<file path="src/crp_pkg.sv">
`timescale 1ns / 1ps
// ----------------------------------------------------------------------------
// crp_pkg
// Shared types and constants for the Catmull-Rom path player.
// ----------------------------------------------------------------------------
package crp_pkg;

  localparam int COORD_W    = 32;   // Q16.16 coordinate
  localparam int MAX_POINTS = 16;   // control point slots
  localparam int FRAC_W     = 17;   // t in Q0.16, one extra bit for t = 1.0

  localparam logic [FRAC_W-1:0] ONE_Q16 = FRAC_W'(65536);

  // Command codes of an input transaction
  localparam logic [1:0] CMD_LOAD = 2'd0;
  localparam logic [1:0] CMD_TICK = 2'd1;
  localparam logic [1:0] CMD_PLAY = 2'd2;
  localparam logic [1:0] CMD_STOP = 2'd3;

  // Configuration register indexes
  localparam logic REG_POINT_COUNT  = 1'b0;
  localparam logic REG_TOTAL_FRAMES = 1'b1;

  // Axis select codes
  localparam logic [1:0] AXIS_X = 2'd0;
  localparam logic [1:0] AXIS_Y = 2'd1;
  localparam logic [1:0] AXIS_Z = 2'd2;

  typedef logic signed [COORD_W-1:0] coord_t;

  typedef struct packed {
    logic [1:0] command;
    logic [3:0] point_index;
    coord_t     point_x;
    coord_t     point_y;
    coord_t     point_z;
  } req_t;

  typedef struct packed {
    coord_t pos_x;
    coord_t pos_y;
    coord_t pos_z;
    logic   playing;
    logic   finished;
  } rsp_t;

  typedef struct packed {
    coord_t x;
    coord_t y;
    coord_t z;
  } point_t;

  // Controller to datapath
  typedef struct packed {
    logic       capture;
    logic       do_load;
    logic       do_play;
    logic       do_stop;
    logic       rd_stale;
    logic       div_seg;
    logic       seg_latch;
    logic       step;
    logic       div_frac;
    logic       frac_latch;
    logic       rd_pt;
    logic       ev_init;
    logic       ev_step;
    logic       ev_wb;
    logic       out_load;
    logic [1:0] sel;
    logic [1:0] axis;
  } ctrl_cmd_t;

  // Datapath to controller
  typedef struct packed {
    logic [1:0] command;
    logic       playing;
    logic       running;
    logic       stale;
    logic       need_div;
    logic       div_done;
  } ctrl_stat_t;

endpackage

</file>
<file path="src/crp_ctrl.sv">
`timescale 1ns / 1ps
// ----------------------------------------------------------------------------
// crp_ctrl
// Sequencer: decodes each transaction, runs the divisions, the point reads
// and the per-axis Horner steps, and owns the output valid.
// ----------------------------------------------------------------------------
module crp_ctrl (
  input  logic                clk,
  input  logic                rst,
  input  logic                req_valid,
  output logic                req_stall,
  output logic                rsp_valid,
  input  logic                rsp_stall,
  input  crp_pkg::ctrl_stat_t stat,
  output crp_pkg::ctrl_cmd_t  cmd
);
  import crp_pkg::*;

  typedef enum logic [10:0] {
    S_IDLE = 11'b000_0000_0001,
    S_EXEC = 11'b000_0000_0010,
    S_DIVS = 11'b000_0000_0100,
    S_STEP = 11'b000_0000_1000,
    S_DIVT = 11'b000_0001_0000,
    S_RD   = 11'b000_0010_0000,
    S_EVI  = 11'b000_0100_0000,
    S_EVS  = 11'b000_1000_0000,
    S_EVW  = 11'b001_0000_0000,
    S_RES  = 11'b010_0000_0000,
    S_HOLD = 11'b100_0000_0000
  } state_t;

  state_t     state, state_next;
  logic [1:0] cnt, cnt_next;
  logic [1:0] ax, ax_next;

  // next state and commands
  always_comb begin
    state_next = state;
    cnt_next   = cnt;
    ax_next    = ax;
    cmd        = '0;
    cmd.axis   = ax;
    cmd.sel    = cnt;
    req_stall  = 1'b1;
    unique case (state)
      S_IDLE: begin
        req_stall = rsp_valid && rsp_stall;
        if (req_valid && !req_stall) begin
          cmd.capture = 1'b1;
          state_next  = S_EXEC;
        end
      end
      S_EXEC: begin
        state_next = S_RES;
        unique case (stat.command)
          CMD_LOAD: cmd.do_load = 1'b1;
          CMD_PLAY: cmd.do_play = 1'b1;
          CMD_STOP: cmd.do_stop = 1'b1;
          default: begin
            if (stat.playing && stat.running) begin
              if (stat.stale) begin
                cmd.rd_stale = 1'b1;
              end else begin
                cmd.div_seg = 1'b1;
                state_next  = S_DIVS;
              end
            end
          end
        endcase
      end
      S_DIVS: begin
        if (stat.div_done) begin
          cmd.seg_latch = 1'b1;
          state_next    = S_STEP;
        end
      end
      S_STEP: begin
        cmd.step = 1'b1;
        cnt_next = '0;
        if (stat.need_div) begin
          cmd.div_frac = 1'b1;
          state_next   = S_DIVT;
        end else begin
          state_next = S_RD;
        end
      end
      S_DIVT: begin
        cnt_next = '0;
        if (stat.div_done) begin
          cmd.frac_latch = 1'b1;
          state_next     = S_RD;
        end
      end
      // fetch the four window points
      S_RD: begin
        cmd.rd_pt = 1'b1;
        cnt_next  = cnt + 2'd1;
        if (cnt == 2'd3) begin
          ax_next    = AXIS_X;
          state_next = S_EVI;
        end
      end
      S_EVI: begin
        cmd.ev_init = 1'b1;
        cnt_next    = '0;
        state_next  = S_EVS;
      end
      S_EVS: begin
        cmd.ev_step = 1'b1;
        cnt_next    = cnt + 2'd1;
        if (cnt == 2'd2) state_next = S_EVW;
      end
      S_EVW: begin
        cmd.ev_wb = 1'b1;
        if (ax == AXIS_Z) begin
          state_next = S_RES;
        end else begin
          ax_next    = ax + 2'd1;
          state_next = S_EVI;
        end
      end
      S_RES: begin
        cmd.out_load = 1'b1;
        state_next   = S_HOLD;
      end
      S_HOLD: begin
        state_next = S_IDLE;
      end
      default: state_next = S_IDLE;
    endcase
  end

  always_ff @(posedge clk) begin
    if (rst) begin
      state     <= S_IDLE;
      cnt       <= '0;
      ax        <= '0;
      rsp_valid <= 1'b0;
    end else begin
      state <= state_next;
      cnt   <= cnt_next;
      ax    <= ax_next;
      if (cmd.out_load)                 rsp_valid <= 1'b1;
      else if (rsp_valid && !rsp_stall) rsp_valid <= 1'b0;
    end
  end

  a_no_overwrite: assert property (@(posedge clk) disable iff (rst)
    (req_valid && !req_stall) |-> (!rsp_valid || !rsp_stall))
    else $error("transaction accepted while result pending");
  a_result_shown: assert property (@(posedge clk) disable iff (rst)
    cmd.out_load |=> rsp_valid)
    else $error("result loaded but not valid");
  a_valid_source: assert property (@(posedge clk) disable iff (rst)
    $rose(rsp_valid) |-> $past(state) == S_RES)
    else $error("output valid raised outside result state");

endmodule

</file>
<file path="config.mk">
export PLATFORM = sky130hd
export DESIGN_NAME = crp_ctrl
export DESIGN_NICKNAME = d
export VERILOG_FILES = /design/src/crp_pkg.sv /design/src/crp_ctrl.sv
export SDC_FILE = /design/constraint.sdc
export NUM_CORES = 1
export LEC_CHECK = 0
export BUFFER_PORTS_ARGS = -buffer_cell sky130_fd_sc_hd__buf_2
export CAP_MARGIN = 10
export CORE_UTILIZATION = 35
export CTS_BUF_LIST = sky130_fd_sc_hd__clkbuf_4
export DETAILED_ROUTE_END_ITERATION = 12
export HOLD_SLACK_MARGIN = 0.02
export PLACE_DENSITY = 0.56
export SYNTH_ARGS = -nofsm -noshare
export SYNTH_HDL_FRONTEND = slang
export SYNTH_SLANG_ARGS = --single-unit
</file>
<file path="constraint.sdc">
create_clock -name clk -period 1.7 [get_ports clk]
set_input_delay 0.51 -clock clk [delete_from_list [all_inputs] [get_ports clk]]
set_output_delay 0.51 -clock clk [all_outputs]
set_load 0.02 [all_outputs]
</file>
After elaboration in Yosys (flattened, before gate mapping)
Cells that the tools add are included.
W data, S select, Z words.
{ "totals": {"reg_bits": 16, "latch_bits": 0, "mem_bits_rw": 0, "rom_bits": 0, "in_bits": 11, "output_inout_bits": 21, "wordCells": 80, "mem_count": 0} }
{ "classes": {"n_addsub": 2, "mul": 0, "div_mod_pow": 0, "magnitude_cmp": 0, "n_eq_ne": 21, "n_shift": 0, "muxes": 38, "bitwise_logic": 0, "n_reduce_logical": 15} }
{ "op_table": {"columns": ["operator", "count"], "rows": [
  ["$pmux W11 S10", 1],
  ["$mux W11", 5],
  ["$mux W10", 4],
  ["$mux W1", 19],
  ["$ne A2 B2 Y1 const B", 6],
  ["$eq A11 B1 Y1 const B", 1],
  ["$eq A11 B10 Y1 const B", 1],
  ["$eq A11 B2 Y1 const B", 1],
  ["$eq A11 B3 Y1 const B", 1],
  ["$eq A11 B4 Y1 const B", 1],
  ["$eq A11 B5 Y1 const B", 1],
  ["$eq A11 B6 Y1 const B", 1],
  ["$eq A11 B7 Y1 const B", 1],
  ["$eq A11 B8 Y1 const B", 1],
  ["$eq A11 B9 Y1 const B", 1],
  ["$eq A2 B2 Y1 const B", 5],
  ["$mux W2", 5],
  ["$pmux W2 S2", 2],
  ["$mux W6", 1],
  ["$reduce_bool A2 Y1", 3],
  ["$reduce_or A3 Y1", 2],
  ["$mux W5", 1],
  ["$reduce_and A5 Y1", 1],
  ["$add A2 B1 Y2 const B", 2],
  ["5 further kinds", 9]
]} }

Longest topological paths before layout
Gate-level depths: netlist of run 1.
{ "logic_depth": {"ltp_word": 5, "depth_mapped": 6, "mapped_depth_nobuf": 6} }

Least setup slack after synthesis of run 1
Ideal clock, no wire load.
{ "synth_timing": {"path_type": "reg2out", "start": "register state[4]", "end": "output cmd[12] (netlist bit)", "arrival_time_ns": 1.695, "t_required_ns": 1.190, "path_slack_ns": -0.505, "path_stages_with_launch": 5, "path_buffers": 0, "cell_sequence": "dfxtp_1 or4_4 nor2_1 nand2_1 nor3_1"} }
{ "synth_rtl": {"columns": ["element", "line", "source"], "rows": [
  ["from (decl)", "crp_ctrl.sv:33", "state_t state, state_next;"],
  ["from (signal assigned)", "crp_ctrl.sv:141", "state <= state_next;"],
  ["to (decl)", "crp_ctrl.sv:15", "output crp_pkg::ctrl_cmd_t cmd"]
]} }

==> metrics.md, run 1 <==
| Metric | Value |
|---|---|
| First-pass GRT wire length | `6534 um` |
| RSZ-0062 raised after global routing | `yes` |
| Share of the synthesized area in the top cell type | `26.56%` |
| Normalized max-slew margin | `72.93%` |
| GPL Wtd Cong | `0.8705` |
| Fin Setup TNS | `-9.110 ns` |
| Fin. Hold Viols | `0` |
| TritonRoute pass-1 iters | `4` |
| Outcome | `finished with violations` |
| Fmax | `434.3 MHz` |
| Max_cap viols | `0` |
| Most frequent cell after synthesis | `dfxtp_1` |
| Worst setup EP type | `primary output` |
| DIE HEIGHT | `60.71 um` |
| Antenna violation net count after detailed routing | `0` |
| Lkg Pwr | `0.9515 nW` |
| Setup ws final | `-0.6024 ns` |
| Post-synth top area cell | `dfxtp_1` |
| Hold Crit Class | `in2reg` |
| Peak supply drop | `651.8 uV` |
| Seq. cell area | `327.8 sq um` |
| Non-filler cells, final | `276` |
| Overall Power | `1.111 mW` |
| Initial Util | `38.25%` |
| Synth Area per Inst | `7.782 sq um` |
| Dpl cells | `264` |
| Post-route DRC | `0` |
| Post-route clock period utilization | `135.4%` |
| HPWL Detailed | `2934 um` |
| Input/output buffers | `31` |
| Vias per inst | `5.409` |
| Leading register cell type out of synthesis | `dfxtp_1` |
| Final #Nets | `247` |
| Crit path max fanout | `4` |
| Synthesized area | `0.001206 sq mm` |
| Routed len/inst | `14.31 um` |
| Ports | `32` |
| GRT Total Usage | `24.31%` |
| Vias post-DR | `1493` |
| Pwr Density | `513.1 mW/mm^2` |
| Largest net degree at the start of global routing | `14` |
| Die width | `60.71 um` |
| Post-synth EDFFs | `0` |
| Filler Cell Count | `262` |
| Vias in the first global route | `1389` |
| TritonCTS Buffers | `3` |
| CP arrival | `1.79 ns` |
| Distinct cell type count after synthesis | `42` |
| H-tree depth | `1` |
| Flops & latches, synth | `16` |
| Sequential area share after synthesis | `26.56%` |
| Clock Sinks | `16` |
| Max Root-Sink Buffers | `2` |
| Top post-synthesis cells by count | `16 x dfxtp_1, 15 x nor2_1, 12 x nor3_1` |
| Minimum clock period | `2.302 ns` |
| Startpoint types | `flop` |
| Area Overhead vs Synth | `79.56%` |
| Core area | `0.003153 sq mm` |
| Violated checks | `setup timing` |
| Final slew viol count | `0` |
| Rows | `20` |
| Clock Skew | `0.008188 ns` |
| Yosys warns | `0` |
| CP required | `1.19 ns` |
| CTS clock-pin slew for the worst setup and hold paths | `0.09 ns` |
| Asr flop ratio synth | `0%` |
| Initial drt markers | `40` |
| Diodes inserted | `0` |
| Total gr overflow | `0` |
| Final wirelength | `3950 um` |
| # setup viols final | `25` |
| CTS tree | `yes` |
| Fin util | `68.69%` |
| Antenna violations before repair | `0` |
| Syn Nets | `169` |
| Worst skew pair latency | `0.29 ns` |
| Gate Count Post-Synth | `155` |
| Clk root buf | `clkbuf_4` |
| Pre-CTS WS | `-0.3507 ns` |
| Share of layout cells above drive strength 1 | `58.19%` |
| CP Class | `reg2out` |
| Area contributors post-synth | `dfxtp_1 27%, nor3_1 5.0%, nor3b_1 5.0%, nor2_1 4.7%, o311ai_0 4.4%` |
| Footprint of the multi-input gates | `0.001030 sq mm` |
| Die ar. | `0.003685 sq mm` |
| Tightest Pin Transition | `0.4010 ns` |
## logic make-up (layout without fill, tap and decap cells)
logic type	count (synthesis)	count (layout)	share of synthesized area (%)
adders and majority gates	3	3	3.112
buffers and inverters	18	95	6.328
AOI/OAI and AO/OA	32	32	18.15
xor gates and xnor gates	4	4	2.904
and+or+nand+nor	81	81	42.12
DFF	16	16	26.56
muxes	1	1	0.8299
## layer usage
metal / track usage [%] / routed length, um / part of all wire (%) / vias to the layer above
met3: 3.838 / 147 / 3.7 / 4
li1: - / - / - / 734
met2: 43.33 / 2078 / 53 / 33
met5: 0 / 0 / 0 / -
met1: 30.78 / 1691 / 43 / 722
met4: 5.519 / 32 / 0.81 / 0
## power by group
group	internal, mW	switching [mW]	total (mW)
clock	0.0855	0.127	0.212
sequential	0.388	0.0102	0.399
combinational	0.260	0.240	0.500
total	0.734	0.377	1.11
## placed cells by master (no fill, tap or decap), drive strengths merged, types with 2 or more instances in the layout
| master | instances |
|---|---|
| nand3 | 2 |
| and3 | 2 |
| buf | 83 |
| nand4b | 3 |
| nand2 | 9 |
| dfxtp | 16 |
| and4 | 2 |
| nor4b | 2 |
| or4b | 5 |
| o21ai | 5 |
| inv | 8 |
| a21oi | 10 |
| ha | 3 |
| xor2 | 4 |
| o2111ai | 2 |
| nor3 | 15 |
| nand2b | 4 |
| a21o | 3 |
| clkbuf | 3 |
| nor4 | 3 |
| nor2 | 15 |
| nand4 | 2 |
| nor2b | 2 |
| nor3b | 8 |
| o311ai | 6 |
| or4 | 3 |
## critical path: stages (launching register included)
cell and delay (ns):
dfxtp_2 0.34, or4_4 0.60, nor2_4 0.18, nand4b_1 0.17, inv_2 0.09, buf_6 0.11
## path summary, 6_finish.rpt
path | cells past startpoint | end | start | slack (ns)
worst max-delay path | 5 | cmd[7] | state[3] | -0.60
worst min-delay path | 2 | rsp_valid | rst | 0.46
worst max register to register | 6 | ax[0] | state[5] | -0.34
worst min register to register | 2 | ax[1] | ax[1] | 0.51
## flip-flops by register name, summed over array words and instances, names as in the netlist
| name | count |
|---|---|
| rsp_valid | 1 |
| state | 11 |
| ax | 2 |
| cnt | 2 |
## what timing repair did
action | 4_1_cts | 5_1_grt
gates resized for setup | 66 | 16
pin swaps | 22 | 13
hold buffers | 0 | 0
gates cloned | 0 | 0
setup endpoints to repair | 27 | 30
setup buffers | 13 | 5
## per-stage QoR
step | instance area (sq um) | hold slack (ns)
2_1_floorplan | 1351 | 0.5278
3_3_place_gp | 1818 | 0.4817
3_5_place_dp | 1818 | 0.5008
4_1_cts | 2155 | 0.4404
5_1_grt | 2166 | 0.4541
6_report | 2166 | 0.4588
## area by class of cell
class,instances,area share [%]
clock buffer,3,1.040
clock inverter,1,0.1733
inverter,8,1.502
multi-input combinational,121,47.54
sequential,16,15.14
tap,44,2.542
timing repair buffer,83,32.06
(Power assumes the default switching activity.)
==> inputs of run 2 (changes only) <==
Settings changed: SKIP_CTS_REPAIR_TIMING set to 1.
==> run 2 against run 1 <==
Compared with the run above:
- the run still ends with setup timing left
- global-route usage shrank 3.0 points
- combinational power shrank 2%
- fmax grew 0.56%
- setup slack gained 0.013 ns
- clock skew is essentially flat
- count of clock-buffer cells in the layout is the same
- power shrank 0.10%
- die area is the same
- critical path type unchanged
- critical endpoint is now cmd[11]
- largest cell class unchanged
==> metrics.md, run 2 (synthesis results as in run 1) <==
| Metric | Value |
|---|---|
| Outcome | `finished with violations` |
| Violated checks | `setup timing` |
| TritonCTS Buffers | `3` |
| Non-filler cells, final | `273` |
| Normalized max-slew margin | `75.68%` |
| TritonRoute pass-1 iters | `4` |
| Fin Setup TNS | `-9.812 ns` |
| Flop2flop setup slack | `-0.33 ns` |
| Placed cell areas | `0.001818 sq mm` |
| Area Overhead vs Synth | `75.62%` |
| Leading cell types in the layout, fill and taps excluded | `40 x buf_4, 23 x buf_6, 15 x buf_2` |
| Overall Power | `1.110 mW` |
| Fin util | `67.18%` |
| Core area | `0.003153 sq mm` |
| Design area | `0.002118 sq mm` |
| HPWL Detailed | `2934 um` |
| Internal | `727.3 uW` |
| Rows | `20` |
| Final slew viol count | `0` |
| Vias post-DR | `1487` |
| RSZ-0062 raised after global routing | `yes` |
| Crit path max fanout | `4` |
| # setup viols final | `25` |
| Setup ws final | `-0.5897 ns` |
| Lkg Pwr | `0.9413 nW` |
| Minimum clock period | `2.290 ns` |
| Fin. Hold Viols | `0` |
| GRT Total Usage | `21.28%` |
| DIE HEIGHT | `60.71 um` |
| Antenna violations before repair | `0` |
| Hold Crit Class | `in2reg` |
| CP Class | `reg2out` |
| Seq. cell area | `325.3 sq um` |
| CP required | `1.19 ns` |
| Worst setup EP type | `primary output` |
| Max reg flops | `11` |
| Dpl cells | `264` |
| Fmax | `436.7 MHz` |
| Initial Util | `38.25%` |
| Logic pwr share | `44.2%` |
| H-tree depth | `1` |
| Initial drt markers | `58` |
| Final #Nets | `244` |
| Pre-CTS WS | `-0.3507 ns` |
| Antenna violation net count after detailed routing | `0` |
| Hold slack final | `0.4442 ns` |
| R2r startpoint | `state[2]` |
| Clock Skew | `0.008681 ns` |
| Critical path origin | `state[5]` |
| Pwr Density | `524.1 mW/mm^2` |
| Total gr overflow | `0` |
| Biggest registers after layout | `state: 11 flops, ax: 2 flops, cnt: 2 flops` |
| Post-route DRC | `0` |
| Worst R2R Path Depth | `6` |
| Largest net degree at the start of global routing | `14` |
| Leading cell type in the layout, fill and taps excluded | `buf_4` |
| Diodes inserted | `0` |
| GPL Wtd Cong | `0.8705` |
| RR Endpoint | `ax[1]` |
| Switching share of total power | `34.49%` |
| Tightest Pin Transition | `0.3603 ns` |
| First-pass GRT wire length | `5775 um` |
| Max_cap viols | `0` |
| Max Root-Sink Buffers | `2` |
| Clk pwr share | `20.0%` |
| Routed len/inst | `14.39 um` |
| Input/output buffers | `31` |
| Part of the power in registers | `35.8%` |
| CP arrival | `1.78 ns` |
| Final wirelength | `3929 um` |
| CTS clock-pin slew for the worst setup and hold paths | `0.10 ns` |
| Peak supply drop | `420.1 uV` |
| Footprint of the multi-input gates | `0.001010 sq mm` |
| Die width | `60.71 um` |
| Critical path endpoint | `cmd[11]` |
| CTS tree | `yes` |
| Ports | `32` |
| Sw power | `382.9 uW` |
| Clock Sinks | `16` |
| Worst skew pair latency | `0.30 ns` |
| Startpoint types | `flop` |
| Post-route clock period utilization | `134.7%` |
| Vias per inst | `5.447` |
| Share of layout cells above drive strength 1 | `55.46%` |
| Filler Cell Count | `277` |
| Top reg by flops | `state` |
| Vias in the first global route | `1272` |
| Die ar. | `0.003685 sq mm` |
| Clk root buf | `clkbuf_4` |
## run 2: changes by cell type in the layout (fill, tap and decap cells not counted), moves of 2 or more
cell,change
a21oi_1,+3
a21oi_2,-3
buf_6,-2
dfxtp_1,+2
dfxtp_2,-2
o311ai_0,+2
o311ai_1,-2
## run 2: critical path, stage by stage (launching register included)
cell     delay, ns
dfxtp_2       0.34
or4_4         0.60
nor2_4        0.16
buf_6         0.11
and3_4        0.17
buf_6         0.11
## run 2: worst min path at each step
| stage | endpoint | cells after the start | slack (ns) | from |
|---|---|---|---|---|
| after floorplan | state[3] | 2 | 0.53 | state[1] |
| after global placement | ax[1] | 2 | 0.48 | ax[1] |
| after detailed placement | ax[1] | 2 | 0.50 | ax[1] |
| after CTS | rsp_valid | 2 | 0.44 | rst |
| after global routing | state[2] | 2 | 0.44 | rst |
| final | rsp_valid | 2 | 0.44 | rst |
## run 2: layer usage
| layer | vias to the layer above | wire length, um | part of all wire (%) | GRT usage (%) |
|---|---|---|---|---|
| met2 | 32 | 2069 | 53 | 37.83 |
| met1 | 724 | 1657 | 42 | 27.46 |
| met5 | - | 0 | 0 | 0 |
| li1 | 727 | - | - | - |
| met4 | 0 | 25 | 0.64 | 2.922 |
| met3 | 4 | 176 | 4.5 | 3.838 |
## run 2: power by group through the flow
| stage | combinational, mW | clock, mW | sequential [mW] |
|---|---|---|---|
| after global placement | 0.382 | 0 | 0.405 |
| after detailed placement | 0.390 | 0 | 0.406 |
| after global routing | 0.527 | 0.239 | 0.399 |
| final | 0.490 | 0.222 | 0.398 |
| after floorplan | 0.222 | 0 | 0.405 |
| after CTS | 0.392 | 0.224 | 0.397 |
## run 2: area by class of cell
cell class                 instances  area share [%]
timing repair buffer              80           31.60
clock buffer                       3           1.063
inverter                           8           1.536
multi-input combinational        121           47.67
tap                               44           2.599
clock inverter                     1          0.1772
sequential                        16           15.36
==> inputs of run 3 (changes only) <==
Settings changed: RECOVER_POWER set to 50.
==> run 3 against run 2 <==
Compared with the run above:
- the run still ends with setup timing left
- via count is 0.13% lower
- global-route usage stayed put
- critical endpoint unchanged
- utilization is 0.16 points lower
- setup slack better by 0.00079 ns
- register-to-register slack hardly changed
- critical path depth stayed put
- non-clock buffer count stayed put
- final cell count stayed put
- highest routed layer unchanged
- largest cell class unchanged
- sequential power hardly changed
- cell area is 0.24% lower
- die area stayed put
==> metrics.md, run 3 (synthesis results as in run 1) <==
| Metric | Value |
|---|---|
| CP arrival | `1.78 ns` |
| Violated checks | `setup timing` |
| Rows | `20` |
| Ports | `32` |
| Input/output buffers | `31` |
| TritonRoute pass-1 iters | `4` |
| Vias per inst | `5.440` |
| Fin. Hold Viols | `0` |
| Max stage delay on crit path | `0.60 ns` |
| Hold Crit Class | `in2reg` |
| Post-route DRC | `0` |
| TritonCTS Buffers | `3` |
| Flop2flop setup slack | `-0.33 ns` |
| Placed cell areas | `0.001818 sq mm` |
| DIE HEIGHT | `60.71 um` |
| CP Class | `reg2out` |
| Tightest Pin Transition | `0.3603 ns` |
| Vias in the first global route | `1272` |
| GPL Wtd Cong | `0.8705` |
| Design area | `0.002113 sq mm` |
| Max_cap viols | `0` |
| Antenna violations before repair | `0` |
| Max Root-Sink Buffers | `2` |
| Seq. cell area | `325.3 sq um` |
| Clk root buf | `clkbuf_4` |
| Worst setup EP type | `primary output` |
| Slowest CP cell | `or4_4` |
| Clock Skew | `0.007901 ns` |
| Top reg by flops | `state` |
| Antenna violation net count after detailed routing | `0` |
| R2r startpoint | `state[2]` |
| Critical path origin | `state[5]` |
| Setup ws final | `-0.5889 ns` |
| # setup viols final | `25` |
| Max reg flops | `11` |
| Post-route clock period utilization | `134.6%` |
| Fin util | `67.02%` |
| Pwr Density | `525.3 mW/mm^2` |
| Crit path max fanout | `4` |
| Overall Power | `1.110 mW` |
| Vias post-DR | `1485` |
| Initial drt markers | `45` |
| HPWL Detailed | `2934 um` |
| Die width | `60.71 um` |
| Core area | `0.003153 sq mm` |
| Leading cell type in the layout, fill and taps excluded | `buf_4` |
| Worst R2R Path Depth | `6` |
| RR Endpoint | `ax[1]` |
| CTS clock-pin slew for the worst setup and hold paths | `0.10 ns` |
| Die ar. | `0.003685 sq mm` |
| Critical path endpoint | `cmd[11]` |
| Largest net degree at the start of global routing | `14` |
| First-pass GRT wire length | `5775 um` |
| Minimum clock period | `2.289 ns` |
| Crit path cell chain | `or4_4 > nor2_4 > buf_6 > and3_4 > buf_6` |
| Area Overhead vs Synth | `75.21%` |
| Fmax | `436.9 MHz` |
| GRT Total Usage | `21.28%` |
| Final wirelength | `3933 um` |
| Diodes inserted | `0` |
| Filler Cell Count | `279` |
| CP required | `1.19 ns` |
| Non-filler cells, final | `273` |
| Final #Nets | `244` |
| Outcome | `finished with violations` |
| Normalized max-slew margin | `75.68%` |
| Biggest registers after layout | `state: 11 flops, ax: 2 flops, cnt: 2 flops` |
| Hold slack final | `0.4439 ns` |
| Total gr overflow | `0` |
| CTS tree | `yes` |
| Worst skew pair latency | `0.30 ns` |
| Leading cell types in the layout, fill and taps excluded | `40 x buf_4, 23 x buf_6, 12 x dfxtp_1` |
| H-tree depth | `1` |
| Footprint of the multi-input gates | `0.001010 sq mm` |
| Initial Util | `38.25%` |
| Routed len/inst | `14.41 um` |
| Dpl cells | `264` |
| Share of layout cells above drive strength 1 | `53.71%` |
| RSZ-0062 raised after global routing | `yes` |
| Clock Sinks | `16` |
| CP most frequent cell | `buf_6` |
| Final slew viol count | `0` |
| Lkg Pwr | `0.9236 nW` |
| Startpoint types | `flop` |
| Peak supply drop | `419.8 uV` |
run 3: changes by cell type in the layout (fill, tap and decap cells not counted):
cell | previous run | this run
buf_2 | 15 | 11
clkbuf_1 | 0 | 4
run 3: worst min path at each step:
stage,start,end,slack (ns),depth (start not counted)
global placement,ax[1],ax[1],0.48,2
CTS,rst,rsp_valid,0.44,2
detailed placement,ax[1],ax[1],0.50,2
finish,rst,rsp_valid,0.44,2
floorplan,state[1],state[3],0.53,2
global route,rst,state[2],0.44,2
run 3: layout make-up:
cell class | count | area share, %
Clock inverter | 1 | 0.1776
Multi-Input combinational cell | 121 | 47.78
Tap cell | 44 | 2.605
Timing Repair Buffer | 80 | 31.44
Inverter | 8 | 1.539
Clock buffer | 3 | 1.066
Sequential cell | 16 | 15.39
run 3: per-layer routing:
metal  track usage [%]  routed length [um]  up-vias
met5                 0                   0        -
li1                  -                   -      727
met1             27.46                1726      726
met4             2.922                  25        0
met3             3.838                 126        4
met2             37.83                2053       28
run 3: where the power goes:
part,switching [mW],internal [mW]
Clock,0.136,0.0856
Sequential,0.0104,0.387
Combinational,0.236,0.254
run 3: metrics by stage:
step	setup WS (ns)	TNS [ns]
floorplan	-0.2807	-3.230
global placement	-0.3167	-4.557
detailed placement	-0.3507	-4.769
CTS	-0.6885	-10.44
global route	-0.6477	-11.47
finish	-0.5889	-9.767
run 3: critical path: cells and delay by family, from the launching register on:
family                 cells  cell delay (ns)
buffers and inverters      2             0.22
flip-flops                 1             0.34
AND/OR/NAND/NOR            3             0.93
